--- config.mk ---
export PLATFORM = sky130hd
export DESIGN_NAME = osr_front
export DESIGN_NICKNAME = d
export VERILOG_FILES = /design/src/osr_pkg.sv /design/src/osr_front.sv
export SDC_FILE = /design/constraint.sdc
export NUM_CORES = 1
export LEC_CHECK = 0
export BUFFER_PORTS_ARGS = -buffer_cell sky130_fd_sc_hd__buf_2
export CAP_MARGIN = 5
export CORE_ASPECT_RATIO = 1.1
export CORE_MARGIN = 1.5
export CORE_UTILIZATION = 25
export CTS_BUF_LIST = sky130_fd_sc_hd__clkbuf_4 sky130_fd_sc_hd__clkbuf_8 sky130_fd_sc_hd__clkbuf_16
export DETAILED_ROUTE_END_ITERATION = 12
export SLEW_MARGIN = 25
export SYNTH_ARGS = -nofsm -noshare
export SYNTH_HDL_FRONTEND = slang
export SYNTH_SLANG_ARGS = --single-unit
export TNS_END_PERCENT = 100
--- constraint.sdc ---
create_clock -name clk -period 12.7 [get_ports clk]
set_input_delay 0.635 -clock clk [delete_from_list [all_inputs] [get_ports clk]]
set_output_delay 0.635 -clock clk [all_outputs]
set_load 0.03 [all_outputs]
--- src/osr_pkg.sv ---
// types, constants and arithmetic helpers for the rotated stiffness block
package osr_pkg;

  localparam int FRAC = 16;
  localparam int QW = 40 + FRAC + 1;
  localparam logic [63:0] HALF = 64'd1 << (FRAC - 1);
  localparam logic signed [63:0] LIM = 64'sh3FFF_FFFF_FFFF_FFFF;
  localparam logic signed [63:0] OUT_MAX = 64'sh0000_7FFF_FFFF_FFFF;
  localparam logic signed [63:0] OUT_MIN = -64'sh0000_8000_0000_0000;
  localparam logic [30:0] ONE30 = 31'd1 << 30;
  localparam logic [30:0] RAD36 = 31'd1199381129;
  localparam int FULL = 360 << FRAC;
  localparam int OCT = 45 << FRAC;

  // reciprocals for the series divisions, exact for values below 2^31
  localparam int RSH = 38;
  localparam logic [63:0] R72 = ((64'd1 << RSH) + 64'd71) / 64'd72;
  localparam logic [63:0] R42 = ((64'd1 << RSH) + 64'd41) / 64'd42;
  localparam logic [63:0] R20 = ((64'd1 << RSH) + 64'd19) / 64'd20;
  localparam logic [63:0] R6 = ((64'd1 << RSH) + 64'd5) / 64'd6;
  localparam logic [63:0] R90 = ((64'd1 << RSH) + 64'd89) / 64'd90;
  localparam logic [63:0] R56 = ((64'd1 << RSH) + 64'd55) / 64'd56;
  localparam logic [63:0] R30 = ((64'd1 << RSH) + 64'd29) / 64'd30;
  localparam logic [63:0] R12 = ((64'd1 << RSH) + 64'd11) / 64'd12;

  // octant folding tables, one bit per octant
  localparam logic [7:0] OCT_SWAP = 8'b0110_0110;
  localparam logic [7:0] OCT_CNEG = 8'b0011_1100;

  // pipeline stage numbers of the back end
  localparam int ST_NU2 = 0;
  localparam int ST_DEN = 1;
  localparam int ST_DPREP = 2;
  localparam int ST_DIV0 = 3;
  localparam int ST_TRIG = 3;
  localparam int ST_TE = ST_TRIG + 9;
  localparam int ST_DMUL = ST_DIV0 + QW;
  localparam int ST_D0A = ST_DMUL + 1;
  localparam int ST_D0 = ST_D0A + 1;
  localparam int ST_DT0 = ST_D0 + 1;
  localparam int ST_DM0 = ST_DT0 + 6;
  localparam int ST_OUT = ST_DM0 + 6;
  localparam int NSTG = ST_OUT + 1;

  // row and column of each upper-triangle result
  localparam int RI [6] = '{0, 0, 0, 1, 1, 2};
  localparam int CJ [6] = '{0, 1, 2, 1, 2, 2};

  // classified item between front and back
  typedef struct packed {
    logic [39:0] r1;
    logic [39:0] r2;
    logic [15:0] nu;
    logic [39:0] g;
    logic [16:0] beta;
    logic [2:0]  k;
    logic [21:0] u;
    logic        nz;
  } item_t;

  typedef struct packed {
    logic  valid;
    item_t item;
  } qport_t;

  // everything one item carries down the back pipeline
  typedef struct packed {
    item_t               it;
    logic                sat;
    logic [16:0]         nu2;
    logic signed [41:0]  den;
    logic [40:0]         dmag;
    logic [QW-1:0]       numer;
    logic [QW-1:0]       quo;
    logic [41:0]         rem;
    logic [40:0]         nu1;
    logic [40:0]         bg;
    logic [30:0]         x;
    logic [30:0]         x2;
    logic [30:0]         ts;
    logic [30:0]         tc;
    logic [30:0]         ms;
    logic [30:0]         mc;
    logic [30:0]         sb;
    logic [30:0]         cb;
    logic signed [63:0]  dmul;
    logic [8:0][32:0]    te;
    logic [2:0][73:0]    dlo;
    logic [8:0][63:0]    d0;
    logic [8:0][73:0]    plo;
    logic [8:0][63:0]    dt;
    logic [5:0][63:0]    dm;
    logic [5:0][47:0]    res;
  } work_t;

  typedef struct packed {
    logic        sat;
    logic [63:0] v;
  } mres_t;

  typedef struct packed {
    logic               sat;
    logic signed [63:0] v;
  } sres_t;

  // round(a*b / 2^sh), saturating
  function automatic mres_t umulsh(logic [63:0] a, logic [63:0] b, int sh);
    mres_t r;
    logic [127:0] p;
    p = 128'(a) * 128'(b);
    p = p + (128'd1 << (sh - 1));
    p = p >> sh;
    r.sat = (p > 128'(LIM));
    r.v = r.sat ? 64'(LIM) : p[63:0];
    return r;
  endfunction

  function automatic logic [63:0] mag(logic signed [63:0] a);
    return a[63] ? 64'(-a) : 64'(a);
  endfunction

  // low limb of a magnitude times both limbs of b
  function automatic logic [73:0] prod_lo(logic [63:0] a, logic [41:0] b);
    return 74'(64'(a[30:0]) * 64'(b[20:0])) + (74'(64'(a[30:0]) * 64'(b[41:21])) << 21);
  endfunction

  // high limb of a added in, then round(a*b / 2^sh) with saturation and sign
  function automatic sres_t prod_hi(logic [73:0] lo, logic [63:0] a, logic [41:0] b,
                                    logic neg, int sh);
    sres_t r;
    logic [127:0] p;
    logic [63:0] m;
    p = 128'(lo) + (128'(64'(a[63:31]) * 64'(b[20:0])) << 31)
        + (128'(64'(a[63:31]) * 64'(b[41:21])) << 52);
    p = p + (128'd1 << (sh - 1));
    p = p >> sh;
    r.sat = (p > 128'(LIM));
    m = r.sat ? 64'(LIM) : p[63:0];
    r.v = neg ? -$signed(m) : $signed(m);
    return r;
  endfunction

  function automatic sres_t sadd(logic signed [63:0] a, logic signed [63:0] b);
    sres_t r;
    logic signed [63:0] s;
    s = a + b;
    r.sat = 1'b0;
    r.v = s;
    if (s > LIM) begin
      r.sat = 1'b1;
      r.v = LIM;
    end else if (s < -LIM) begin
      r.sat = 1'b1;
      r.v = -LIM;
    end
    return r;
  endfunction

  // Q.30 product with rounding
  function automatic logic [30:0] mulq(logic [30:0] a, logic [30:0] b);
    logic [61:0] p;
    p = 62'(a) * 62'(b) + 62'(ONE30 >> 1);
    return 31'(p >> 30);
  endfunction

  // floor(v / d) through the reciprocal of d
  function automatic logic [30:0] rc(logic [30:0] v, logic [63:0] m);
    logic [66:0] p;
    p = 67'(v) * 67'(m[35:0]);
    return 31'(p >> RSH);
  endfunction

  // combinational work of one back-end stage
  function automatic work_t stage_fn(work_t w, int idx);
    work_t o;
    mres_t mu;
    sres_t sp;
    sres_t sa;
    logic [41:0] rr;
    logic [40:0] dm;
    logic [63:0] q;
    logic [30:0] sbs;
    logic [30:0] cbs;
    logic [30:0] cc;
    logic [30:0] ss;
    logic [30:0] csm;
    logic signed [32:0] cs;
    logic neg;
    logic signed [63:0] v;
    logic [63:0] am;
    logic [41:0] bm;
    logic [63:0] dmg;
    int n;
    int ph;
    o = w;
    n = 0;
    ph = 0;
    // multiplier denominator, angle in radians
    if (idx == ST_NU2) begin
      o.nu2 = 17'((33'(w.it.nu) * 33'(w.it.nu) + 33'(HALF)) >> FRAC);
      o.x = 31'((54'(w.it.u) * 54'(RAD36) + (54'd1 << (FRAC + 5))) >> (FRAC + 6));
    end
    if (idx == ST_DEN) begin
      mu = umulsh(64'(w.nu2), 64'(w.it.r1), FRAC);
      o.den = $signed({2'b00, w.it.r2}) - $signed(42'(mu.v));
      o.sat = w.sat | (w.it.nz & mu.sat);
      o.x2 = mulq(w.x, w.x);
      o.nu1 = 41'((57'(w.it.nu) * 57'(w.it.r1) + 57'(HALF)) >> FRAC);
      o.bg = 41'((58'(w.it.beta) * 58'(w.it.g) + 58'(HALF)) >> FRAC);
    end
    if (idx == ST_DPREP) begin
      dm = w.den[41] ? 41'(-w.den) : 41'(w.den);
      o.dmag = dm;
      o.numer = (QW'(w.it.r2) << FRAC) + QW'(dm >> 1);
      o.rem = '0;
      o.quo = '0;
    end
    // one quotient bit a stage
    if (idx >= ST_DIV0 && idx < ST_DIV0 + QW) begin
      rr = {w.rem[40:0], w.numer[QW-1]};
      o.numer = w.numer << 1;
      if (rr >= {1'b0, w.dmag}) begin
        o.rem = rr - {1'b0, w.dmag};
        o.quo = {w.quo[QW-2:0], 1'b1};
      end else begin
        o.rem = rr;
        o.quo = {w.quo[QW-2:0], 1'b0};
      end
    end
    // Horner series for sine and cosine
    if (idx == ST_TRIG) begin
      o.ts = ONE30 - rc(w.x2, R72);
      o.tc = ONE30 - rc(w.x2, R90);
    end
    if (idx == ST_TRIG + 1 || idx == ST_TRIG + 3 || idx == ST_TRIG + 5) begin
      o.ms = mulq(w.x2, w.ts);
      o.mc = mulq(w.x2, w.tc);
    end
    if (idx == ST_TRIG + 2) begin
      o.ts = ONE30 - rc(w.ms, R42);
      o.tc = ONE30 - rc(w.mc, R56);
    end
    if (idx == ST_TRIG + 4) begin
      o.ts = ONE30 - rc(w.ms, R20);
      o.tc = ONE30 - rc(w.mc, R30);
    end
    if (idx == ST_TRIG + 6) begin
      o.ts = ONE30 - rc(w.ms, R6);
      o.tc = ONE30 - rc(w.mc, R12);
    end
    if (idx == ST_TRIG + 7) begin
      o.ms = mulq(w.x, w.ts);
      o.mc = mulq(w.x2, w.tc);
    end
    if (idx == ST_TRIG + 8) begin
      o.sb = w.ms;
      o.cb = ONE30 - (w.mc >> 1);
    end
    // unfold the octant and build the strain transformation
    if (idx == ST_TE) begin
      sbs = OCT_SWAP[w.it.k] ? w.cb : w.sb;
      cbs = OCT_SWAP[w.it.k] ? w.sb : w.cb;
      cc = mulq(cbs, cbs);
      ss = mulq(sbs, sbs);
      csm = mulq(cbs, sbs);
      neg = (OCT_CNEG[w.it.k] && cbs != '0) != (w.it.k[2] && sbs != '0);
      cs = neg ? -$signed(33'(csm)) : $signed(33'(csm));
      o.te[0] = 33'(cc);
      o.te[1] = 33'(ss);
      o.te[2] = cs;
      o.te[3] = 33'(ss);
      o.te[4] = 33'(cc);
      o.te[5] = -cs;
      o.te[6] = -(cs <<< 1);
      o.te[7] = cs <<< 1;
      o.te[8] = $signed(33'(cc)) - $signed(33'(ss));
    end
    // signed multiplier from the quotient
    if (idx == ST_DMUL) begin
      q = 64'(w.quo);
      if (!w.it.nz) begin
        o.dmul = '0;
      end else if (w.den == '0) begin
        o.sat = 1'b1;
        o.dmul = LIM;
      end else begin
        o.dmul = w.den[41] ? -$signed(q) : $signed(q);
      end
    end
    // local matrix, low limb of the multiplier first
    if (idx == ST_D0A) begin
      dmg = mag(w.dmul);
      o.dlo[0] = prod_lo(dmg, 42'(w.it.r1));
      o.dlo[1] = prod_lo(dmg, 42'(w.nu1));
      o.dlo[2] = prod_lo(dmg, 42'(w.it.r2));
    end
    if (idx == ST_D0) begin
      dmg = mag(w.dmul);
      o.d0 = '0;
      sp = prod_hi(w.dlo[0], dmg, 42'(w.it.r1), w.dmul[63], FRAC);
      o.d0[0] = sp.v;
      o.sat = o.sat | sp.sat;
      sp = prod_hi(w.dlo[1], dmg, 42'(w.nu1), w.dmul[63], FRAC);
      o.d0[1] = sp.v;
      o.d0[3] = sp.v;
      o.sat = o.sat | sp.sat;
      sp = prod_hi(w.dlo[2], dmg, 42'(w.it.r2), w.dmul[63], FRAC);
      o.d0[4] = sp.v;
      o.sat = o.sat | sp.sat;
      o.d0[8] = 64'(w.bg);
    end
    // Te^T * D0, one term of the sum every two stages
    if (idx >= ST_DT0 && idx < ST_DT0 + 6) begin
      n = (idx - ST_DT0) >> 1;
      ph = (idx - ST_DT0) & 1;
      for (int e = 0; e < 9; e++) begin
        am = mag($signed(w.d0[n*3 + e%3]));
        bm = 42'(mag(64'($signed(w.te[n*3 + e/3]))));
        if (ph == 0) begin
          o.plo[e] = prod_lo(am, bm);
        end else begin
          sp = prod_hi(w.plo[e], am, bm, w.te[n*3 + e/3][32] != w.d0[n*3 + e%3][63], 30);
          sa = sadd((n == 0) ? 64'sd0 : $signed(w.dt[e]), sp.v);
          o.dt[e] = sa.v;
          o.sat = o.sat | sp.sat | sa.sat;
        end
      end
    end
    // times Te, upper triangle only
    if (idx >= ST_DM0 && idx < ST_DM0 + 6) begin
      n = (idx - ST_DM0) >> 1;
      ph = (idx - ST_DM0) & 1;
      for (int e = 0; e < 6; e++) begin
        am = mag($signed(w.dt[RI[e]*3 + n]));
        bm = 42'(mag(64'($signed(w.te[n*3 + CJ[e]]))));
        if (ph == 0) begin
          o.plo[e] = prod_lo(am, bm);
        end else begin
          sp = prod_hi(w.plo[e], am, bm, w.dt[RI[e]*3 + n][63] != w.te[n*3 + CJ[e]][32], 30);
          sa = sadd((n == 0) ? 64'sd0 : $signed(w.dm[e]), sp.v);
          o.dm[e] = sa.v;
          o.sat = o.sat | sp.sat | sa.sat;
        end
      end
    end
    // clamp to the output range
    if (idx == ST_OUT) begin
      for (int e = 0; e < 6; e++) begin
        v = $signed(w.dm[e]);
        if (v > OUT_MAX) begin
          v = OUT_MAX;
          o.sat = 1'b1;
        end
        if (v < OUT_MIN) begin
          v = OUT_MIN;
          o.sat = 1'b1;
        end
        o.res[e] = v[47:0];
      end
    end
    return o;
  endfunction

endpackage

--- src/osr_front.sv ---
// input stage: takes a transaction, folds the angle into an octant, flags zero stiffness
module osr_front (
  input  logic                   clk,
  input  logic                   rst,
  input  logic                   s_tvalid,
  output logic                   s_tready,
  // stiff_one, stiff_two, poisson, shear_modulus, shear_factor, angle_deg, zero pad
  input  logic [183:0]           s_tdata,
  output osr_pkg::qport_t        wr,
  input  logic                   full
);

  logic            fv;
  osr_pkg::item_t  fitem;
  osr_pkg::item_t  item_next;
  logic signed [26:0] a;
  logic signed [26:0] d;
  logic [24:0]     dd;
  logic [24:0]     r;
  logic [2:0]      k;

  // angle reduction to 0..360 and octant split
  always_comb begin
    a = 27'($signed(s_tdata[178:153]));
    if (a >= 27'(osr_pkg::FULL)) begin
      d = a - 27'(osr_pkg::FULL);
    end else if (a >= 27'sd0) begin
      d = a;
    end else if (a >= -27'(osr_pkg::FULL)) begin
      d = a + 27'(osr_pkg::FULL);
    end else begin
      d = a + 27'(2 * osr_pkg::FULL);
    end
    dd = d[24:0];
    k = 3'd0;
    for (int j = 1; j < 8; j++) begin
      if (dd >= 25'(j * osr_pkg::OCT)) k = 3'(j);
    end
    r = dd - 25'(k * osr_pkg::OCT);
    item_next.r1 = s_tdata[39:0];
    item_next.r2 = s_tdata[79:40];
    item_next.nu = s_tdata[95:80];
    item_next.g = s_tdata[135:96];
    item_next.beta = s_tdata[152:136];
    item_next.k = k;
    item_next.u = k[0] ? 22'(25'(osr_pkg::OCT) - r) : 22'(r);
    item_next.nz = (s_tdata[39:0] != '0) || (s_tdata[79:40] != '0);
  end

  assign s_tready = !fv || !full;

  // holding register in front of the queue
  always_ff @(posedge clk) begin
    if (rst) begin
      fv <= 1'b0;
    end else if (s_tready) begin
      fv <= s_tvalid;
    end
  end

  always_ff @(posedge clk) begin
    if (s_tready && s_tvalid) begin
      fitem <= item_next;
    end
  end

  assign wr.valid = fv && !full;
  assign wr.item = fitem;

endmodule

==> flow_summary_export.csv <==
group,metric,value,unit
floorplanning,rows,64,
clock_network,cts_num_sinks,180,
cells_and_area,nNetsFinal,1013,
setup_path,cp_data_required_time,12880,ps
clock_network,cts_buffers,17,
cells_and_area,layout-drive-gt1-share,50.1,%
global_route,grt_pass1_vias,5234,
floorplanning,io_pins,369,
synthesis,synthesis.nets,638,
setup_path,cp_max_fo,20,
synthesis,ys_ff_latch,180,
clock_network,cts_tree,"done",
floorplanning,core_area,0.0280,mm²
sta,fin_crit_sh,45.9,%
drt,vias_per_cell,4.50,
clock_network,htree_levels,4,
synthesis,synthMuxAreaShare,1.08,%
clock_network,ctsLongestPathBuffers,2,
global_route,grt.total_usage,14.9,%
setup_path,start_kind,"primary input",
run,maxCapViolCount,0,
power,power_density,164,mW/mm²
clock_network,cts-resized-gates,0,
clock_network,ctsRootBufferMaster,"clkbuf_16",
placed_design,dp_hpwl,17.8,mm
drt,final_antenna_net_count,0,
outcome,status,"complete, no violations",
global_route,grt_pass1_wl,32.0,mm
synthesis,ys.flop_type,"edfxtp_1",
power,ir_worst_vdd,0.000115,V
power,p_comb_share,24.4,%
sta,slew_viol_final,0,
drt,totalWireLength,22.8,mm
sta,fmax,171,MHz
setup_path,crit_type,"in -> reg",
clock_network,post_cts_buffers,0,
floorplanning,initial_core_util,25.5,%
synthesis,synth_edf_count,179,
cells_and_area,nFillCells,2759,
synthesis,synth-compound-area-share,6.10,%
clock_network,cts_hold_buffers,0,
sta,skew,7.35,ps
placed_design,routabilityCongestion,0.885,
synthesis,syn_area,0.00716,mm²
drt,drt_iter0_markers,453,
synthesis,synth_xor_area_share,3.79,%
drt,via_count,5326,
floorplanning,dieWidth,164,µm
sta,worstMarginPinSlew,772,ps
sta,hold_violations,0,
sta,slew_headroom,48.5,%
synthesis,synth_top_family_by_area,"simple AND/OR/NAND/NOR gates",
clock_network,clkLatencyLatePin,430,ps
clock_network,clkTransAtPathRegs,70,ps
cells_and_area,multiInputGateArea,0.00165,mm²
sta,setup_viol_count_final,0,
sta,fin_crit,5830,ps
cells_and_area,syn_to_final_growth,39.3,%
setup_path,arrival,6010,ps
global_route,antenna_found_initial,1,
floorplanning,die_area,0.0297,mm²
global_route,grt_max_degree,83,
power,p_leak,4.12,nW
power,switching_share,30.1,%
synthesis,ys_types,62,
cells_and_area,seqCellArea,0.00540,mm²
floorplanning,die_h,181,µm
power,p_int,0.00114,W
cells_and_area,insertedDiodeCount,0,
sta,setup_tns,0,ps
drt,wl_per_cell,19.2,µm
synthesis,synth-simple-area-share,8.63,%
drt,drc,0,
global_route,grt-ovfl-total,0,
synthesis,avgSynthCellArea,16.5,µm²
sta,timing.hold.ws,361,ps
placed_design,port_buffers,363,
drt,dr.pass1.iters,5,
synthesis,yosysWarnings,0,
synthesis,synth-adder-area-share,3.32,%
power,power_frac_clock,30.5,%
power,switchingPower,0.000492,W
synthesis,async_flop_share,0,%
power,p_seq_share,45.1,%
hold_path,hold_class,"in -> reg",
synthesis,seq_area_frac_synth,75.3,%
sta,rsz0062_at_grt,"false",
setup_path,cp-end-kind,"register",
synthesis,synth_cells,433,
## metal layers
layer	GRT usage (%)	part of all wire [%]	wire, µm	vias to the layer above
met2	26.8	52	11900	252
li1	-	-	-	2459
met1	15.2	34	7770	2580
met3	5.16	10	2330	33
met4	6.98	3.4	767	2
met5	0	0.053	12	-
## through the flow
step / cells / setup slack, ps / utilization (%) / total power, W / cell area [µm²]
floorplan: 433 / 7120 / - / 0.00103 / 7160
global placement: 1152 / 6460 / 33.6 / 0.00115 / 9420
detailed placement: 1152 / 6300 / 33.6 / 0.00115 / 9420
CTS: 1184 / 6750 / 35.6 / 0.00165 / 9970
global route: 1184 / 6250 / 35.6 / 0.00171 / 9970
finish: 1184 / 6870 / 35.6 / 0.00163 / 9970
## final cells by class
class / instances / area share [%]
tap: 363 / 4.55
clock inverter: 12 / 1.05
clock buffer: 20 / 4.49
multi-input combinational: 223 / 16.5
inverter: 19 / 0.715
sequential: 180 / 54.1
timing repair buffer: 367 / 18.6
## worst paths after layout
check | startpoint | endpoint | slack (ps) | cells past startpoint
hold / removal | rst | fv$_SDFFE_PP0N_ | 360 | 2
hold reg to reg | fv$_SDFFE_PP0N_ | fv$_SDFFE_PP0N_ | 500 | 2
setup reg to reg | fv$_SDFFE_PP0N_ | wr[57]$_DFFE_PP_ | 9970 | 4
setup / recovery | s_tdata[155] | wr[22]$_DFFE_PP_ | 6870 | 19
## logic make-up (layout without fill, tap and decap cells)
group | after synthesis | after routing
flops | 180 | 180
simple gates | 110 | 110
compound gates | 57 | 57
xor+xnor | 31 | 31
buf+inv | 30 | 418
fa+ha+maj | 18 | 18
mux | 7 | 7
## power groups by stage
stage | combinational [W] | clock [W] | sequential (W)
after CTS | 0.000405 | 0.000509 | 0.000737
after global placement | 0.000401 | 0 | 0.000748
final | 0.000399 | 0.000498 | 0.000736
after detailed placement | 0.000404 | 0 | 0.000749
after floorplan | 0.000176 | 0 | 0.000853
after global routing | 0.000437 | 0.000531 | 0.000741
## Yosys cell counts (5+ instances only)
library cell  count  area [µm²]
nor4_1           23         144
xnor2_1          12         105
nor2_1           12        45.0
a211oi_1          7        52.6
a21o_1            5        37.5
edfxtp_1        179        5380
clkbuf_1          6        22.5
a21oi_1          10        50.1
inv_1            19        71.3
nand3_1           5        25.0
nand2_1          10        37.5
ha_1             15         188
xor2_1           19         166
nand4_1           6        37.5
o21ai_0           8        40.0
nor3_1           28         140
## flip-flops by register name, indices dropped and copies added (netlist names)
| signal | flops |
|---|---|
| fv | 1 |
| wr | 179 |
## cell usage in the layout, fill, tap and decap left out, types with 3 or more instances in the layout
master / instances
clkbuf_16: 17
nand3b_1: 3
nand2b_1: 3
nand3_1: 5
nand2_1: 10
inv_6: 3
xnor2_1: 12
clkbuf_4: 3
inv_1: 19
or3_1: 4
clkinvlp_4: 3
buf_2: 363
nor3_1: 28
nor4_1: 23
a211oi_1: 6
edfxtp_1: 179
a21o_1: 5
nor2b_1: 3
o21bai_1: 3
nor2_1: 12
nand4_1: 6
ha_1: 15
o21ai_0: 8
mux2i_1: 4
buf_4: 3
xor2_1: 19
a21oi_1: 10
## worst max-delay path, cell delays in order
cell,delay [ps]
buf_2,130
nor4_1,640
nand3_1,520
o31ai_4,520
mux2i_1,600
a21oi_1,90
o311ai_1,350
o22ai_2,140
buf_4,230
nor2_2,340
ha_1,310
ha_1,270
inv_1,40
ha_1,310
a21oi_1,190
xnor2_1,160
xor2_1,130
a2111oi_2,280
xnor2_1,100
Note: power is estimated with default switching activity, not from simulation.
