File: config.mk
export PLATFORM = sky130hd
export DESIGN_NAME = osr_queue
export DESIGN_NICKNAME = d
export VERILOG_FILES = /design/src/osr_pkg.sv /design/src/osr_queue.sv
export SDC_FILE = /design/constraint.sdc
export NUM_CORES = 1
export LEC_CHECK = 0
export ABC_AREA = 1
export CORE_ASPECT_RATIO = 0.6
export CORE_UTILIZATION = 60
export CTS_BUF_LIST = sky130_fd_sc_hd__clkbuf_4
export CTS_CLUSTER_DIAMETER = 200
export DETAILED_ROUTE_END_ITERATION = 12
export DONT_BUFFER_PORTS = 1
export PLACE_DENSITY = 0.76
export SLEW_MARGIN = 20
export SYNTH_ARGS = -nofsm -noshare
export SYNTH_HDL_FRONTEND = slang
export SYNTH_SLANG_ARGS = --single-unit
File: constraint.sdc
create_clock -name clk -period 6.4 [get_ports clk]
set_clock_uncertainty 0.05 [all_clocks]
set_input_delay 1.92 -clock clk [delete_from_list [all_inputs] [get_ports clk]]
set_output_delay 1.92 -clock clk [all_outputs]
set_load 0.01 [all_outputs]
File: src/osr_pkg.sv
// types, constants and arithmetic helpers for the rotated stiffness block
package osr_pkg;

  localparam int FRAC = 16;
  localparam int QW = 40 + FRAC + 1;
  localparam logic [63:0] HALF = 64'd1 << (FRAC - 1);
  localparam logic signed [63:0] LIM = 64'sh3FFF_FFFF_FFFF_FFFF;
  localparam logic signed [63:0] OUT_MAX = 64'sh0000_7FFF_FFFF_FFFF;
  localparam logic signed [63:0] OUT_MIN = -64'sh0000_8000_0000_0000;
  localparam logic [30:0] ONE30 = 31'd1 << 30;
  localparam logic [30:0] RAD36 = 31'd1199381129;
  localparam int FULL = 360 << FRAC;
  localparam int OCT = 45 << FRAC;

  // reciprocals for the series divisions, exact for values below 2^31
  localparam int RSH = 38;
  localparam logic [63:0] R72 = ((64'd1 << RSH) + 64'd71) / 64'd72;
  localparam logic [63:0] R42 = ((64'd1 << RSH) + 64'd41) / 64'd42;
  localparam logic [63:0] R20 = ((64'd1 << RSH) + 64'd19) / 64'd20;
  localparam logic [63:0] R6 = ((64'd1 << RSH) + 64'd5) / 64'd6;
  localparam logic [63:0] R90 = ((64'd1 << RSH) + 64'd89) / 64'd90;
  localparam logic [63:0] R56 = ((64'd1 << RSH) + 64'd55) / 64'd56;
  localparam logic [63:0] R30 = ((64'd1 << RSH) + 64'd29) / 64'd30;
  localparam logic [63:0] R12 = ((64'd1 << RSH) + 64'd11) / 64'd12;

  // octant folding tables, one bit per octant
  localparam logic [7:0] OCT_SWAP = 8'b0110_0110;
  localparam logic [7:0] OCT_CNEG = 8'b0011_1100;

  // pipeline stage numbers of the back end
  localparam int ST_NU2 = 0;
  localparam int ST_DEN = 1;
  localparam int ST_DPREP = 2;
  localparam int ST_DIV0 = 3;
  localparam int ST_TRIG = 3;
  localparam int ST_TE = ST_TRIG + 9;
  localparam int ST_DMUL = ST_DIV0 + QW;
  localparam int ST_D0A = ST_DMUL + 1;
  localparam int ST_D0 = ST_D0A + 1;
  localparam int ST_DT0 = ST_D0 + 1;
  localparam int ST_DM0 = ST_DT0 + 6;
  localparam int ST_OUT = ST_DM0 + 6;
  localparam int NSTG = ST_OUT + 1;

  // row and column of each upper-triangle result
  localparam int RI [6] = '{0, 0, 0, 1, 1, 2};
  localparam int CJ [6] = '{0, 1, 2, 1, 2, 2};

  // classified item between front and back
  typedef struct packed {
    logic [39:0] r1;
    logic [39:0] r2;
    logic [15:0] nu;
    logic [39:0] g;
    logic [16:0] beta;
    logic [2:0]  k;
    logic [21:0] u;
    logic        nz;
  } item_t;

  typedef struct packed {
    logic  valid;
    item_t item;
  } qport_t;

  // everything one item carries down the back pipeline
  typedef struct packed {
    item_t               it;
    logic                sat;
    logic [16:0]         nu2;
    logic signed [41:0]  den;
    logic [40:0]         dmag;
    logic [QW-1:0]       numer;
    logic [QW-1:0]       quo;
    logic [41:0]         rem;
    logic [40:0]         nu1;
    logic [40:0]         bg;
    logic [30:0]         x;
    logic [30:0]         x2;
    logic [30:0]         ts;
    logic [30:0]         tc;
    logic [30:0]         ms;
    logic [30:0]         mc;
    logic [30:0]         sb;
    logic [30:0]         cb;
    logic signed [63:0]  dmul;
    logic [8:0][32:0]    te;
    logic [2:0][73:0]    dlo;
    logic [8:0][63:0]    d0;
    logic [8:0][73:0]    plo;
    logic [8:0][63:0]    dt;
    logic [5:0][63:0]    dm;
    logic [5:0][47:0]    res;
  } work_t;

  typedef struct packed {
    logic        sat;
    logic [63:0] v;
  } mres_t;

  typedef struct packed {
    logic               sat;
    logic signed [63:0] v;
  } sres_t;

  // round(a*b / 2^sh), saturating
  function automatic mres_t umulsh(logic [63:0] a, logic [63:0] b, int sh);
    mres_t r;
    logic [127:0] p;
    p = 128'(a) * 128'(b);
    p = p + (128'd1 << (sh - 1));
    p = p >> sh;
    r.sat = (p > 128'(LIM));
    r.v = r.sat ? 64'(LIM) : p[63:0];
    return r;
  endfunction

  function automatic logic [63:0] mag(logic signed [63:0] a);
    return a[63] ? 64'(-a) : 64'(a);
  endfunction

  // low limb of a magnitude times both limbs of b
  function automatic logic [73:0] prod_lo(logic [63:0] a, logic [41:0] b);
    return 74'(64'(a[30:0]) * 64'(b[20:0])) + (74'(64'(a[30:0]) * 64'(b[41:21])) << 21);
  endfunction

  // high limb of a added in, then round(a*b / 2^sh) with saturation and sign
  function automatic sres_t prod_hi(logic [73:0] lo, logic [63:0] a, logic [41:0] b,
                                    logic neg, int sh);
    sres_t r;
    logic [127:0] p;
    logic [63:0] m;
    p = 128'(lo) + (128'(64'(a[63:31]) * 64'(b[20:0])) << 31)
        + (128'(64'(a[63:31]) * 64'(b[41:21])) << 52);
    p = p + (128'd1 << (sh - 1));
    p = p >> sh;
    r.sat = (p > 128'(LIM));
    m = r.sat ? 64'(LIM) : p[63:0];
    r.v = neg ? -$signed(m) : $signed(m);
    return r;
  endfunction

  function automatic sres_t sadd(logic signed [63:0] a, logic signed [63:0] b);
    sres_t r;
    logic signed [63:0] s;
    s = a + b;
    r.sat = 1'b0;
    r.v = s;
    if (s > LIM) begin
      r.sat = 1'b1;
      r.v = LIM;
    end else if (s < -LIM) begin
      r.sat = 1'b1;
      r.v = -LIM;
    end
    return r;
  endfunction

  // Q.30 product with rounding
  function automatic logic [30:0] mulq(logic [30:0] a, logic [30:0] b);
    logic [61:0] p;
    p = 62'(a) * 62'(b) + 62'(ONE30 >> 1);
    return 31'(p >> 30);
  endfunction

  // floor(v / d) through the reciprocal of d
  function automatic logic [30:0] rc(logic [30:0] v, logic [63:0] m);
    logic [66:0] p;
    p = 67'(v) * 67'(m[35:0]);
    return 31'(p >> RSH);
  endfunction

  // combinational work of one back-end stage
  function automatic work_t stage_fn(work_t w, int idx);
    work_t o;
    mres_t mu;
    sres_t sp;
    sres_t sa;
    logic [41:0] rr;
    logic [40:0] dm;
    logic [63:0] q;
    logic [30:0] sbs;
    logic [30:0] cbs;
    logic [30:0] cc;
    logic [30:0] ss;
    logic [30:0] csm;
    logic signed [32:0] cs;
    logic neg;
    logic signed [63:0] v;
    logic [63:0] am;
    logic [41:0] bm;
    logic [63:0] dmg;
    int n;
    int ph;
    o = w;
    n = 0;
    ph = 0;
    // multiplier denominator, angle in radians
    if (idx == ST_NU2) begin
      o.nu2 = 17'((33'(w.it.nu) * 33'(w.it.nu) + 33'(HALF)) >> FRAC);
      o.x = 31'((54'(w.it.u) * 54'(RAD36) + (54'd1 << (FRAC + 5))) >> (FRAC + 6));
    end
    if (idx == ST_DEN) begin
      mu = umulsh(64'(w.nu2), 64'(w.it.r1), FRAC);
      o.den = $signed({2'b00, w.it.r2}) - $signed(42'(mu.v));
      o.sat = w.sat | (w.it.nz & mu.sat);
      o.x2 = mulq(w.x, w.x);
      o.nu1 = 41'((57'(w.it.nu) * 57'(w.it.r1) + 57'(HALF)) >> FRAC);
      o.bg = 41'((58'(w.it.beta) * 58'(w.it.g) + 58'(HALF)) >> FRAC);
    end
    if (idx == ST_DPREP) begin
      dm = w.den[41] ? 41'(-w.den) : 41'(w.den);
      o.dmag = dm;
      o.numer = (QW'(w.it.r2) << FRAC) + QW'(dm >> 1);
      o.rem = '0;
      o.quo = '0;
    end
    // one quotient bit a stage
    if (idx >= ST_DIV0 && idx < ST_DIV0 + QW) begin
      rr = {w.rem[40:0], w.numer[QW-1]};
      o.numer = w.numer << 1;
      if (rr >= {1'b0, w.dmag}) begin
        o.rem = rr - {1'b0, w.dmag};
        o.quo = {w.quo[QW-2:0], 1'b1};
      end else begin
        o.rem = rr;
        o.quo = {w.quo[QW-2:0], 1'b0};
      end
    end
    // Horner series for sine and cosine
    if (idx == ST_TRIG) begin
      o.ts = ONE30 - rc(w.x2, R72);
      o.tc = ONE30 - rc(w.x2, R90);
    end
    if (idx == ST_TRIG + 1 || idx == ST_TRIG + 3 || idx == ST_TRIG + 5) begin
      o.ms = mulq(w.x2, w.ts);
      o.mc = mulq(w.x2, w.tc);
    end
    if (idx == ST_TRIG + 2) begin
      o.ts = ONE30 - rc(w.ms, R42);
      o.tc = ONE30 - rc(w.mc, R56);
    end
    if (idx == ST_TRIG + 4) begin
      o.ts = ONE30 - rc(w.ms, R20);
      o.tc = ONE30 - rc(w.mc, R30);
    end
    if (idx == ST_TRIG + 6) begin
      o.ts = ONE30 - rc(w.ms, R6);
      o.tc = ONE30 - rc(w.mc, R12);
    end
    if (idx == ST_TRIG + 7) begin
      o.ms = mulq(w.x, w.ts);
      o.mc = mulq(w.x2, w.tc);
    end
    if (idx == ST_TRIG + 8) begin
      o.sb = w.ms;
      o.cb = ONE30 - (w.mc >> 1);
    end
    // unfold the octant and build the strain transformation
    if (idx == ST_TE) begin
      sbs = OCT_SWAP[w.it.k] ? w.cb : w.sb;
      cbs = OCT_SWAP[w.it.k] ? w.sb : w.cb;
      cc = mulq(cbs, cbs);
      ss = mulq(sbs, sbs);
      csm = mulq(cbs, sbs);
      neg = (OCT_CNEG[w.it.k] && cbs != '0) != (w.it.k[2] && sbs != '0);
      cs = neg ? -$signed(33'(csm)) : $signed(33'(csm));
      o.te[0] = 33'(cc);
      o.te[1] = 33'(ss);
      o.te[2] = cs;
      o.te[3] = 33'(ss);
      o.te[4] = 33'(cc);
      o.te[5] = -cs;
      o.te[6] = -(cs <<< 1);
      o.te[7] = cs <<< 1;
      o.te[8] = $signed(33'(cc)) - $signed(33'(ss));
    end
    // signed multiplier from the quotient
    if (idx == ST_DMUL) begin
      q = 64'(w.quo);
      if (!w.it.nz) begin
        o.dmul = '0;
      end else if (w.den == '0) begin
        o.sat = 1'b1;
        o.dmul = LIM;
      end else begin
        o.dmul = w.den[41] ? -$signed(q) : $signed(q);
      end
    end
    // local matrix, low limb of the multiplier first
    if (idx == ST_D0A) begin
      dmg = mag(w.dmul);
      o.dlo[0] = prod_lo(dmg, 42'(w.it.r1));
      o.dlo[1] = prod_lo(dmg, 42'(w.nu1));
      o.dlo[2] = prod_lo(dmg, 42'(w.it.r2));
    end
    if (idx == ST_D0) begin
      dmg = mag(w.dmul);
      o.d0 = '0;
      sp = prod_hi(w.dlo[0], dmg, 42'(w.it.r1), w.dmul[63], FRAC);
      o.d0[0] = sp.v;
      o.sat = o.sat | sp.sat;
      sp = prod_hi(w.dlo[1], dmg, 42'(w.nu1), w.dmul[63], FRAC);
      o.d0[1] = sp.v;
      o.d0[3] = sp.v;
      o.sat = o.sat | sp.sat;
      sp = prod_hi(w.dlo[2], dmg, 42'(w.it.r2), w.dmul[63], FRAC);
      o.d0[4] = sp.v;
      o.sat = o.sat | sp.sat;
      o.d0[8] = 64'(w.bg);
    end
    // Te^T * D0, one term of the sum every two stages
    if (idx >= ST_DT0 && idx < ST_DT0 + 6) begin
      n = (idx - ST_DT0) >> 1;
      ph = (idx - ST_DT0) & 1;
      for (int e = 0; e < 9; e++) begin
        am = mag($signed(w.d0[n*3 + e%3]));
        bm = 42'(mag(64'($signed(w.te[n*3 + e/3]))));
        if (ph == 0) begin
          o.plo[e] = prod_lo(am, bm);
        end else begin
          sp = prod_hi(w.plo[e], am, bm, w.te[n*3 + e/3][32] != w.d0[n*3 + e%3][63], 30);
          sa = sadd((n == 0) ? 64'sd0 : $signed(w.dt[e]), sp.v);
          o.dt[e] = sa.v;
          o.sat = o.sat | sp.sat | sa.sat;
        end
      end
    end
    // times Te, upper triangle only
    if (idx >= ST_DM0 && idx < ST_DM0 + 6) begin
      n = (idx - ST_DM0) >> 1;
      ph = (idx - ST_DM0) & 1;
      for (int e = 0; e < 6; e++) begin
        am = mag($signed(w.dt[RI[e]*3 + n]));
        bm = 42'(mag(64'($signed(w.te[n*3 + CJ[e]]))));
        if (ph == 0) begin
          o.plo[e] = prod_lo(am, bm);
        end else begin
          sp = prod_hi(w.plo[e], am, bm, w.dt[RI[e]*3 + n][63] != w.te[n*3 + CJ[e]][32], 30);
          sa = sadd((n == 0) ? 64'sd0 : $signed(w.dm[e]), sp.v);
          o.dm[e] = sa.v;
          o.sat = o.sat | sp.sat | sa.sat;
        end
      end
    end
    // clamp to the output range
    if (idx == ST_OUT) begin
      for (int e = 0; e < 6; e++) begin
        v = $signed(w.dm[e]);
        if (v > OUT_MAX) begin
          v = OUT_MAX;
          o.sat = 1'b1;
        end
        if (v < OUT_MIN) begin
          v = OUT_MIN;
          o.sat = 1'b1;
        end
        o.res[e] = v[47:0];
      end
    end
    return o;
  endfunction

endpackage

File: src/osr_queue.sv
// four-entry queue between the front and the arithmetic pipeline
module osr_queue (
  input  logic            clk,
  input  logic            rst,
  input  osr_pkg::qport_t wr,
  output logic            full,
  output osr_pkg::qport_t rd,
  input  logic            pop
);

  osr_pkg::item_t mem [4];
  logic [1:0] wptr;
  logic [1:0] rptr;
  logic [2:0] cnt;
  logic       do_pop;

  assign full = (cnt == 3'd4);
  assign do_pop = pop && (cnt != 3'd0);

  // pointers and fill level
  always_ff @(posedge clk) begin
    if (rst) begin
      wptr <= '0;
      rptr <= '0;
      cnt <= '0;
    end else begin
      if (wr.valid) wptr <= wptr + 2'd1;
      if (do_pop) rptr <= rptr + 2'd1;
      cnt <= cnt + 3'(wr.valid) - 3'(do_pop);
    end
  end

  always_ff @(posedge clk) begin
    if (wr.valid) begin
      mem[wptr] <= wr.item;
    end
  end

  assign rd.valid = (cnt != 3'd0);
  assign rd.item = mem[rptr];

endmodule

==> PnR_summary.wiki, run 1 <==
{| class="wikitable"
! Metric !! Value
|-
| Total of max-cap violations || 0
|-
| Maximum clock frequency || 177 MHz
|-
| Largest stage delay on the critical path || 0.74 ns
|-
| Die boundary height || 166 um
|-
| RePlAce Congestion || 0.780
|-
| Maximum fanout count along the critical path || 249
|-
| Placeable core region || 43800 um^2
|-
| Series of cell instances along the critical path || clkinv_8, buf_12, o21ai_0, o22ai_1
|-
| Total via count after detailed routing || 15300
|-
| Later-pin clock latency in the skew report || 0.78 ns
|-
| Layer with the highest usage after global routing || met2
|-
| Via count of the first global-routing pass || 15000
|-
| Pre-antenna DRT Iters || 6
|-
| Number of buffers created by CTS || 158
|-
| Crit-path leading delay family || buffers and inverters
|-
| Number of H-tree levels || 4
|-
| First-pass GRT wire length || 85.9 mm
|-
| Final period util || 88.3%
|-
| Maximum buffer depth of the clock tree || 3
|-
| Startpoint of the worst register-to-register path || wptr[0]$_SDFFE_PP0P_
|-
| Number of register bits inferred by synthesis || 725
|-
| Synth Net Count || 1983
|-
| Type of the tightest min-delay check || reg -> reg
|-
| Antenna violations before repair || 1
|-
| Setup repair after global routing missed its margin || false
|-
| Post-detailed-route count of antenna-violating nets || 0
|-
| Category of the most critical setup path || reg -> out
|-
| Total number of clock tree sinks || 725
|-
| Boundary Pins || 364
|-
| Clock tree from TritonCTS || built
|-
| Endpoint arrival time on the critical path || 3.68 ns
|-
| Largest voltage drop on the vdd net || 0.286 mV
|-
| Clock transition at the registers of the reported paths || 0.07 ns
|-
| Max-slew violations || 0
|-
| Setup_tns || 0 ns
|-
| Routing usage on met2 || 38.5%
|-
| Timing endpoint of the critical path || rd[122]
|-
| Layout Area Growth over Synthesis || 8.04%
|-
| Most common library cell in the layout ignoring fill and taps || edfxtp_1
|-
| Number of hold buffers added after cts || 0
|-
| Data required time at the worst endpoint || 4.43 ns
|-
| Power after layout || 10.8 mW
|-
| Most used cells in the layout excluding fill and tap cells || edfxtp_1, nor2_1, o21ai_0
|-
| Overflow left after global routing || 0
|-
| Number of buffers and inverters on the critical path || 2
|-
| Die area || 45900 um^2
|-
| Total Nets Final || 2039
|-
| Final min period || 5.65 ns
|-
| Final setup violating endpoints || 0
|-
| Mean instance size in the synthesized netlist || 15.1 um^2
|-
| Post-detailed-route DRC marker count || 0
|-
| Count of cell types in the netlist || 20
|-
| Share of cells above drive strength 1 || 13.9%
|-
| Pin count of the biggest net entering global routing || 250
|-
| Element type at the critical path start || flip-flop
|-
| Overall Global Routing Usage || 24.8%
|-
| Leak Pwr || 9.57 nW
|-
| Starting density of the core || 61.6%
|-
| Measured slew at the worst slew-check pin || 1.18 ns
|-
| Number of DRC markers after the initial detailed-route iteration || 1353
|-
| Number of cells traversed by the worst register-to-register path || 5
|-
| R2R Path End || mem[0][176]$_DFFE_PP_
|-
| Number of buffers inserted by port buffering || 0
|-
| Final count of hold timing violations || 0
|-
| Post-detailed-placement half-perimeter wirelength || 31.3 mm
|-
| Kind of end point of the critical path || output pin
|-
| Register-to-register path setup slack || 3.95 ns
|-
| Wire length per cell after detailed routing || 22.4 um
|-
| Number of instances in the synthesized netlist || 1793
|-
| Max_slew headroom || 21.6%
|-
| Cell area after synthesis || 27000 um^2
|-
| Die span in x || 276 um
|-
| CTS-repair resized insts || 0
|-
| Sequential element share of the synthesized area || 80.3%
|-
| Post-CTS setup-driven buffer insertion count || 0
|-
| Master of the slowest instance on the critical path || dfxtp_4
|-
| Per-cell via count in the routed design || 5.99
|-
| Run status || completed
|-
| Yosys warnings || 0
|-
| Met3 Usage GRT || 8.62%
|-
| Number of gates on the worst path with buffers counted || 4
|-
| Clk Tree Root Cell || clkbuf_4
|-
| Count of standard-cell rows || 59
|-
| Total power per unit cell area || 371 nW/um^2
|-
| Final Routed Wirelength || 56.9 mm
|-
| Global routing met1 resource utilization || 32.5%
|}
-- synth_stat cells --
library cell  count  area share (%)
edfxtp_1        716              80
nor2_1          366             5.1
o21ai_0         298             5.5
o22ai_1         179             4.1
o21ai_1          62             1.1
clkbuf_1         55            0.76
buf_6            32             1.3
buf_2            19            0.35
inv_1            16            0.22
nand2_1          12            0.17
buf_4             9            0.25
dfxtp_1           9            0.67
ha_1              6            0.28
a21oi_1           5           0.093
buf_8             3            0.17
nand3_1           2           0.037
a21boi_0          1           0.028
fa_1              1           0.074
inv_4             1           0.023
inv_8             1           0.042
-- power breakdown --
part           internal, mW  switching (mW)
logic                 0.423            1.43
clock network          1.73            1.70
registers              5.44          0.0881
total                  7.60            3.23
-- stage by stage --
step	hold WS (ns)	utilization, %	area, um^2	worst slack, ns	std cells
6_report	0.448	66.5	29200	0.747	2545
5_1_grt	0.469	66.5	29200	0.570	2545
4_1_cts	0.449	66.5	29200	0.864	2542
3_5_place_dp	0.431	62.0	27200	1.75	2268
3_3_place_gp	0.413	62.0	27200	1.84	2268
2_1_floorplan	0.398	-	27000	0.426	1793
-- worst reg2reg max path: cells and delay by family (launching register included) --
kind                     cells  cell delay [ns]
AND/OR/NAND/NOR              1             0.15
buffers and inverters        3             1.33
flip-flops                   1             0.33
adder cells (fa/ha/maj)      1             0.17
-- registers in the layout (all words and copies together) (netlist names), named ones only --
name,cells
wptr,2
cnt,3
mem,716
rptr,2
-- layer usage --
layer	wire [um]	up-vias
met5	0	-
met1	22900	7548
met3	4870	110
met2	27500	598
met4	1650	0
li1	-	7001
-- final cells by class --
cell class | count | area, um^2
Sequential cell | 725 | 21700
Fill cell | 2958 | 14700
Multi-Input combinational cell | 932 | 4480
Clock buffer | 235 | 1760
Tap cell | 579 | 724
Clock inverter | 39 | 226
Timing Repair Buffer | 14 | 180
Inverter | 18 | 113
Antenna cell | 3 | 7.51
-- worst min-delay path by stage --
stage	startpoint	end	slack, ns	cells after the start
global placement	rptr[0]$_SDFFE_PP0P_	rptr[0]$_SDFFE_PP0P_	0.41	2
detailed placement	rptr[0]$_SDFFE_PP0P_	rptr[0]$_SDFFE_PP0P_	0.43	2
global route	rptr[0]$_SDFFE_PP0P_	rptr[0]$_SDFFE_PP0P_	0.47	2
finish	rptr[0]$_SDFFE_PP0P_	rptr[0]$_SDFFE_PP0P_	0.45	2
floorplan	rptr[0]$_SDFFE_PP0P_	flip-flop	0.40	2
CTS	rptr[0]$_SDFFE_PP0P_	rptr[0]$_SDFFE_PP0P_	0.45	2
-- cell families (layout without fill, tap and decap cells) --
group                    Yosys count  count (layout)  synth area share [%]
AO/OA/AOI/OAI                    545             545                  10.9
flip-flops                       725             725                  80.3
buffers and inverters            136             306                  3.15
AND/OR/NAND/NOR                  380             380                  5.29
adder cells (fa/ha/maj)            7               7                 0.352
other                              0               3                     0
No activity file was read; power rests on OpenSTA's default activity.
==> run 2, diff against run 1 <==
--- a/config.mk
+++ b/config.mk
@@ -6,13 +6,15 @@
 export NUM_CORES = 1
 export LEC_CHECK = 0
 export ABC_AREA = 1
+export CELL_PAD_IN_SITES_DETAIL_PLACEMENT = 0
+export CELL_PAD_IN_SITES_GLOBAL_PLACEMENT = 2
 export CORE_ASPECT_RATIO = 0.6
-export CORE_UTILIZATION = 60
+export CORE_UTILIZATION = 47
 export CTS_BUF_LIST = sky130_fd_sc_hd__clkbuf_4
 export CTS_CLUSTER_DIAMETER = 200
 export DETAILED_ROUTE_END_ITERATION = 12
 export DONT_BUFFER_PORTS = 1
-export PLACE_DENSITY = 0.76
+export PLACE_DENSITY_LB_ADDON = 0.1
 export SLEW_MARGIN = 20
 export SYNTH_ARGS = -nofsm -noshare
 export SYNTH_HDL_FRONTEND = slang
==> run 2 against run 1 <==
  * Flip-flop and latch count is the same
  * Sequential power is essentially flat
  * Cell count grew 8.4%
  * Sequential share of layout area shrank 1.0 points
  * Combinational power is essentially flat
  * Largest cell class unchanged
  * Largest power group unchanged
==> PnR_summary.wiki, run 2 (synthesized netlist as in run 1, its figures left out) <==
{| class="wikitable"
! Metric !! Value
|-
| Count of standard-cell rows || 67 (+14%)
|-
| Type of the tightest min-delay check || reg -> reg
|-
| Kind of end point of the critical path || output pin
|-
| Post-CTS setup-driven buffer insertion count || 0 (unchanged)
|-
| Max_slew headroom || 17.0% (-4.6 points)
|-
| Most used cells in the layout excluding fill and tap cells || edfxtp_1, nor2_1, o21ai_0
|-
| Later-pin clock latency in the skew report || 0.87 ns (+0.09 ns)
|-
| Maximum clock frequency || 182 MHz (+2.7%)
|-
| RePlAce Congestion || 0.780 (about the same)
|-
| Per-cell via count in the routed design || 5.43 (-9.5%)
|-
| Fin cells || 2758 (+8.4%)
|-
| Number of buffers created by CTS || 170 (+7.6%)
|-
| Post-detailed-route count of antenna-violating nets || 0 (unchanged)
|-
| Number of DRC markers after the initial detailed-route iteration || 1245 (-8.0%)
|-
| Final instance area || 29600 um^2 (+1.4%)
|-
| Max-slew violations || 0 (unchanged)
|-
| Data required time at the worst endpoint || 4.43 ns (about the same)
|-
| Pin count of the biggest net entering global routing || 231 (-7.6%)
|-
| First-pass GRT wire length || 93.0 mm (+8.2%)
|-
| Wire length per cell after detailed routing || 22.4 um (about the same)
|-
| Setup repair after global routing missed its margin || false
|-
| Pre-antenna DRT Iters || 5 (-1)
|-
| Run status || completed
|-
| Element type at the critical path start || flip-flop
|-
| Final count of hold timing violations || 0 (unchanged)
|-
| Overall Global Routing Usage || 21.1% (-3.7 points)
|-
| Final setup violating endpoints || 0 (unchanged)
|-
| Share of cells above drive strength 1 || 14.4% (+0.52 points)
|-
| Number of H-tree levels || 4 (unchanged)
|-
| Starting density of the core || 48.0% (-14 points)
|-
| Placed cell areas || 27400 um^2 (+0.97%)
|-
| Placeable core region || 56300 um^2 (+28%)
|-
| Final worst-path setup slack || 0.897 ns (+0.150 ns)
|-
| Final min period || 5.50 ns (-0.150 ns)
|-
| Register with the most flip-flops || mem
|-
| Total via count after detailed routing || 15000 (-1.9%)
|-
| Layout Area Growth over Synthesis || 9.52%
|-
| Category of the most critical setup path || reg -> out
|-
| Measured slew at the worst slew-check pin || 1.24 ns (+0.0683 ns)
|-
| Total number of clock tree sinks || 725 (unchanged)
|-
| Die boundary height || 188 um (+13%)
|-
| Die area || 58500 um^2 (+27%)
|-
| Number of buffers inserted by port buffering || 0 (unchanged)
|-
| CTS-repair resized insts || 0 (unchanged)
|-
| Worst setup slack before clock tree synthesis || 1.87 ns (+0.121 ns)
|-
| Total Nets Final || 2055 (+0.78%)
|-
| Die span in x || 311 um (+13%)
|-
| Overflow left after global routing || 0 (unchanged)
|-
| Number of placed instances, taps included || 2451 (+8.1%)
|-
| Number of hold buffers added after cts || 0 (unchanged)
|-
| Leak Pwr || 9.67 nW (+1.1%)
|-
| Endpoint arrival time on the critical path || 3.53 ns (-0.15 ns)
|-
| Final period util || 86.0% (-2.3 points)
|-
| Most common library cell in the layout ignoring fill and taps || edfxtp_1
|-
| Largest voltage drop on the vdd net || 0.333 mV (+16%)
|-
| Total of max-cap violations || 0 (unchanged)
|-
| Largest regs || mem (716), cnt (3)
|-
| Post-detailed-route DRC marker count || 0 (unchanged)
|-
| Boundary Pins || 364 (unchanged)
|-
| Post-detailed-placement half-perimeter wirelength || 32.8 mm (+4.8%)
|-
| Maximum fanout count along the critical path || 230 (-7.6%)
|-
| Final Routed Wirelength || 61.7 mm (+8.4%)
|-
| Total power per unit cell area || 372 nW/um^2 (+0.27%)
|-
| Setup_tns || 0 ns (unchanged)
|-
| Antenna violations before repair || 1 (unchanged)
|-
| Clk Tree Root Cell || clkbuf_4
|-
| Clock tree from TritonCTS || built
|-
| Maximum buffer depth of the clock tree || 3 (unchanged)
|-
| Clock transition at the registers of the reported paths || 0.07 ns (about the same)
|-
| Flip-flop count of the largest register, all copies and words added || 716 (unchanged)
|-
| Via count of the first global-routing pass || 15000 (-0.19%)
|}
==> run 2: final timing paths <==
check	cells past startpoint	startpoint	slack, ns	endpoint
hold / removal	2	rptr[0]$_SDFFE_PP0P_	0.45	rptr[0]$_SDFFE_PP0P_
hold reg to reg	2	rptr[0]$_SDFFE_PP0P_	0.45	rptr[0]$_SDFFE_PP0P_
setup / recovery	4	flip-flop	0.90	rd[109]
setup reg to reg	5	wptr[0]$_SDFFE_PP0P_	3.93	mem[2][37]$_DFFE_PP_
==> run 2: per-layer routing <==
layer / vias up / GRT usage, % / share of wire [%] / wire, um
met5: - / 0 / 0 / 0
li1: 7047 / - / - / -
met2: 457 / 33.6 / 48 / 29900
met1: 7393 / 26.7 / 42 / 25900
met4: 0 / 6.50 / 1.4 / 863
met3: 71 / 8.01 / 8.1 / 5010
==> run 2: critical path: stages, from the launching register on <==
cell and delay (ns):
dfxtp_4 0.75, clkinv_8 0.62, buf_4 0.58, o21ai_0 0.21, o22ai_1 0.15
==> run 2: area by class of cell <==
class                           count  area (um^2)
Sequential cell                   725        21700
Clock inverter                     60          272
Timing Repair Buffer               18          243
Tap cell                          759          950
Fill cell                        4692        26700
Inverter                           18          115
Antenna cell                        2         5.00
Clock buffer                      244         1830
Multi-Input combinational cell    932         4480
==> run 2: power by group <==
part | switching [mW] | total, mW | internal [mW]
Clock | 1.79 | 3.59 | 1.80
Sequential | 0.0921 | 5.53 | 5.44
Combinational | 1.45 | 1.88 | 0.437
==> run 2: per-stage QoR <==
step	utilization, %	hold slack [ns]	power (mW)
floorplan	-	0.398	7.15
global placement	48.8	0.422	7.53
detailed placement	48.8	0.430	7.55
CTS	52.5	0.448	11.2
global route	52.6	0.507	11.6
finish	52.6	0.447	11.0
